==> config.mk <==
export PLATFORM = sky130hd
export DESIGN_NAME = pcet_queue
export DESIGN_NICKNAME = d
export VERILOG_FILES = /design/src/hw/rtl/pcet_pkg.sv /design/src/hw/rtl/pcet_queue.sv
export SDC_FILE = /design/constraint.sdc
export NUM_CORES = 1
export LEC_CHECK = 0
export BUFFER_PORTS_ARGS = -buffer_cell sky130_fd_sc_hd__buf_4
export CORE_ASPECT_RATIO = 0.8
export CORE_MARGIN = 2
export CORE_UTILIZATION = 55
export DETAILED_ROUTE_END_ITERATION = 12
export PLACE_DENSITY_LB_ADDON = 0.25
export SYNTH_ARGS = -nofsm -noshare
export SYNTH_HDL_FRONTEND = slang
export SYNTH_SLANG_ARGS = --single-unit
export TNS_END_PERCENT = 10
==> constraint.sdc <==
create_clock -name clock -period 2.7 [get_ports clock]
set_input_delay 0.405 -clock clock [delete_from_list [all_inputs] [get_ports clock]]
set_output_delay 0.405 -clock clock [all_outputs]
set_load 0.05 [all_outputs]
==> src/hw/rtl/pcet_pkg.sv <==
// Shared types and constants of the pair collision event tracker.
`timescale 1ns / 1ps

package pcet_pkg;

   localparam int ID_BITS     = 6;
   localparam int TABLE_AW    = 2 * ID_BITS;
   localparam int TABLE_DEPTH = 1 << TABLE_AW;
   localparam int ENTRY_BITS  = 2;
   localparam int QUEUE_DEPTH = 8;
   localparam int QUEUE_AW    = $clog2(QUEUE_DEPTH);
   localparam int EDGE_COUNT  = 4;

   // Bit positions of a pair table entry.
   localparam int PAIR_PRESENT_BIT   = 0;
   localparam int PAIR_COLLIDING_BIT = 1;

   typedef enum logic {
      CMD_CHECK = 1'b0,
      CMD_QUIT  = 1'b1
   } cmd_type;

   typedef enum logic [1:0] {
      EV_NONE  = 2'd0,
      EV_ENTER = 2'd1,
      EV_STAY  = 2'd2,
      EV_EXIT  = 2'd3
   } event_code_type;

   typedef enum logic [1:0] {
      ST_CLEAR,
      ST_IDLE,
      ST_UPDATE
   } back_state_type;

   typedef struct packed {
      cmd_type              command;
      logic [5:0]           left_id;
      logic [5:0]           right_id;
      logic                 other_is_line;
      logic signed [15:0]   box_x;
      logic signed [15:0]   box_y;
      logic [14:0]          box_w;
      logic [14:0]          box_h;
      logic signed [15:0]   other_a;
      logic signed [15:0]   other_b;
      logic signed [15:0]   other_c;
      logic signed [15:0]   other_d;
   } pcet_req_type;

   typedef struct packed {
      event_code_type event_res;
      logic           overlap;
   } pcet_rsp_type;

   // One classified request as it passes from the front to the back.
   typedef struct packed {
      cmd_type               command;
      logic [TABLE_AW-1:0]   pair_addr;
      logic                  pair_ok;
      logic                  overlap;
   } pcet_item_type;

   typedef struct packed {
      cmd_type               command;
      logic [TABLE_AW-1:0]   pair_addr;
      logic                  pair_ok;
      logic                  is_line;
   } pcet_meta_type;

endpackage

==> src/hw/rtl/pcet_queue.sv <==
// Short queue of classified requests between the geometry front and the table back.
`timescale 1ns / 1ps

module pcet_queue import pcet_pkg::*; (
   input  logic          clock,
   input  logic          reset,
   input  logic          push,
   input  pcet_item_type push_item,
   input  logic          pop,
   output logic          head_valid,
   output pcet_item_type head_item
);

   localparam int CNTW = $clog2(QUEUE_DEPTH + 1);

   pcet_item_type       mem_ff [QUEUE_DEPTH];
   logic [QUEUE_AW-1:0] wr_ptr_ff, wr_ptr_in;
   logic [QUEUE_AW-1:0] rd_ptr_ff, rd_ptr_in;
   logic [CNTW-1:0]     count_ff, count_in;

   always_comb begin
      wr_ptr_in = push ? wr_ptr_ff + QUEUE_AW'(1) : wr_ptr_ff;
      rd_ptr_in = pop ? rd_ptr_ff + QUEUE_AW'(1) : rd_ptr_ff;
      count_in  = count_ff + CNTW'(push) - CNTW'(pop);
   end

   always_ff @(posedge clock) begin
      if (reset) begin
         wr_ptr_ff <= '0;
         rd_ptr_ff <= '0;
         count_ff  <= '0;
      end else begin
         wr_ptr_ff <= wr_ptr_in;
         rd_ptr_ff <= rd_ptr_in;
         count_ff  <= count_in;
      end
   end

   always_ff @(posedge clock) begin
      if (push) begin
         mem_ff[wr_ptr_ff] <= push_item;
      end
   end

   assign head_valid = (count_ff != '0);
   assign head_item  = mem_ff[rd_ptr_ff];

   a_no_overflow: assert property (@(posedge clock) disable iff (reset)
      push |-> (count_ff != CNTW'(QUEUE_DEPTH)) || pop)
      else $error("request queue overflow");

   a_no_underflow: assert property (@(posedge clock) disable iff (reset)
      pop |-> count_ff != '0)
      else $error("request queue underflow");

endmodule

==> run metrics <==
share of the clock period used by the worst path=0.926; Syn-to-layout area delta=21.1%; Placed Instances=399; Syn Nets=268; Seq cells post-synth=133; GRT Residual Overflow=0; first-pass GRT wire length=14500 microns; Avg Inst Size Synth=21.7 sq um; DR WL/cell=21.4 microns; die height=91.1 microns; Filler Cells Inserted=574; Post-Route WL=9240 microns; clock buffer depth=2; P_leak=0.00222 uW; Hold Worst Slack=0.227 ns; Critical Path Sink Type=output pin; number of max-cap violations=0; post-route clock skew=0.00804 ns; PD cells=832 mW/mm^2; Pre-Repair DR Iteration Count=8; Placer Congestion=0.726; post-CTS resize count=0; Clock Latency Late Sink=0.41 ns; share of layout cells above drive strength 1=0.313; Final Hold Fails=0; GRT Total Usage=0.198; Synth Cell Area=0.00522 sq mm; Die X=113 microns; CTS Hold Bufs=0; Max Fanout on Critical Path=30; fin area=0.00632 sq mm; CP peak stage delay=0.61 ns; worst path bufs/invs=2; HPWL Detailed=5330 microns; CP arrival=2.10 ns; input/output buffers=34; vias in the first global route=2561; Startpoint Class=register; vias post-DR=2456; H-tree depth=4; CP delay by family, top=multiplexers; num ports=35; initial antenna violation count=0; die area=0.0103 sq mm; cells after synthesis=241; Area contributors post-synth=edfxtp_1 (69%), mux4_1 (15%), dfxtp_1 (5.0%); sequence of cells on the critical path=buf_12 > mux4_1 > mux2_2 > buf_4; fin util=0.691; RSZ-0062 raised after global routing=false; Worst path slowest cell=mux4_1; setup TNS=0 ns; core area=0.00915 sq mm; FP Rows=31; critical path class=register to output pin; Antenna Cells=0; fin crit period=2.50 ns; status=finished, violations left; Post-DP Area=0.00573 sq mm; Post-route DRC=1; Distinct cells, synth=22; post-synthesis sequential area ratio=0.740; failing checks=design-rule violations; initial core utilization=0.570; CTS root buf=clkbuf_16; Worst EP required=2.30 ns; DRT iter0 DRCs=193; Ys Warns=0; HP Class=input port to register; largest net degree at the start of global routing=31; clock sinks=133; Fmax achieved=400 MHz; fin nets=330; Vias/cell=5.70; Setup Viol. Count Final=0; final-report max-slew violation count=0; Layout Cells excl Fill=431; Post-DRT Antenna Nets=0; Clock Pin Slew Worst Setup and Hold Paths=0.06 ns; Slew @ Worst Pin=0.553 ns; top cell type's share of synthesized area=0.690; post-CTS setup buffer count=0; TritonCTS buffer count=17; Rel. slew slack=0.630; maximum vdd drop=738 uV; CTS tree=done; largest area contributor in the netlist=edfxtp_1
[power by group]
| group | total (uW) | switching, uW | internal, uW |
|---|---|---|---|
| Sequential | 2350 | 27.7 | 2320 |
| Combinational | 641 | 379 | 262 |
| Clock | 2270 | 828 | 1440 |
[registers in the layout, summed over array words and instances (netlist names), named ones only]
signal     cells
count_ff       4
mem_ff       120
rd_ptr_ff      3
wr_ptr_ff      3
[area by class of cell]
type | instances | area, sq um | area share
Clock inverter | 14 | 160 | 0.0253
Inverter | 7 | 26.3 | 0.00416
Tap cell | 115 | 144 | 0.0228
Sequential cell | 133 | 3860 | 0.611
Clock buffer | 18 | 429 | 0.0679
Multi-Input combinational cell | 92 | 1280 | 0.203
Timing Repair Buffer | 52 | 415 | 0.0657
[kinds of logic (layout without fill, tap and decap cells)]
family | count (synthesis) | in the layout | share of synthesized area
buffers and inverters | 16 | 91 | 0.0161
flip-flops | 133 | 133 | 0.740
multiplexers | 47 | 47 | 0.187
AO/OA/AOI/OAI | 3 | 3 | 0.00359
AND/OR/NAND/NOR | 29 | 29 | 0.0242
XOR/XNOR | 5 | 5 | 0.00839
adder cells (fa/ha/maj) | 8 | 8 | 0.0206
[path summary, 6_finish.rpt]
path	startpoint	slack, ns	cells after the start	to
max	register	0.20	4	head_item[3]
min	push_item[3]	0.23	1	mem_ff[5][3]
max reg2reg	count_ff[0]	1.08	8	count_ff[2]
min reg2reg	rd_ptr_ff[1]	0.53	2	rd_ptr_ff[1]
[placed cells by master (no fill, tap or decap), types with 4 or more instances in the layout]
| cell type | instances |
|---|---|
| nand2_1 | 4 |
| dfxtp_1 | 13 |
| mux4_1 | 30 |
| ha_1 | 7 |
| nor2_1 | 16 |
| clkinvlp_4 | 4 |
| mux2_2 | 15 |
| edfxtp_1 | 120 |
| nand2b_1 | 4 |
| buf_4 | 50 |
| clkbuf_16 | 17 |
| inv_1 | 7 |
[metrics by stage]
step	total power (uW)	setup WS [ns]
finish	5260	0.199
global route	5460	0.135
CTS	5310	0.171
detailed placement	3040	0.632
global placement	3020	0.649
floorplan	2840	0.728
[layer usage]
layer  vias up  track usage  part of all wire
li1       1125            -                 -
met1      1269        0.278              0.45
met2        54        0.300              0.49
met3         8       0.0641             0.046
met4         0       0.0610            0.0089
met5         -            0                 0
[worst reg2reg max path: stages, from the launching register on]
cell and delay [ns]:
dfxtp_1 0.31, inv_1 0.06, ha_1 0.26, inv_1 0.05
ha_1 0.17, inv_1 0.06, fa_1 0.39, xor2_1 0.16
nor2_1 0.05
[synthesized netlist by cell type]
| cell type | instances |
|---|---|
| dfxtp_1 | 13 |
| inv_1 | 7 |
| buf_1 | 1 |
| xor2_1 | 3 |
| nand2_1 | 4 |
| nor3_1 | 2 |
| nand3_1 | 2 |
| buf_6 | 3 |
| mux4_1 | 30 |
| edfxtp_1 | 120 |
| nor2b_1 | 1 |
| nand2b_1 | 4 |
| buf_2 | 1 |
| xnor2_1 | 2 |
| clkbuf_1 | 4 |
| a31o_2 | 1 |
| nor2_1 | 16 |
| fa_1 | 1 |
| ha_1 | 7 |
| mux2_2 | 15 |
| mux2i_1 | 2 |
| a21oi_1 | 2 |
Note: power is estimated with default switching activity, not from simulation.
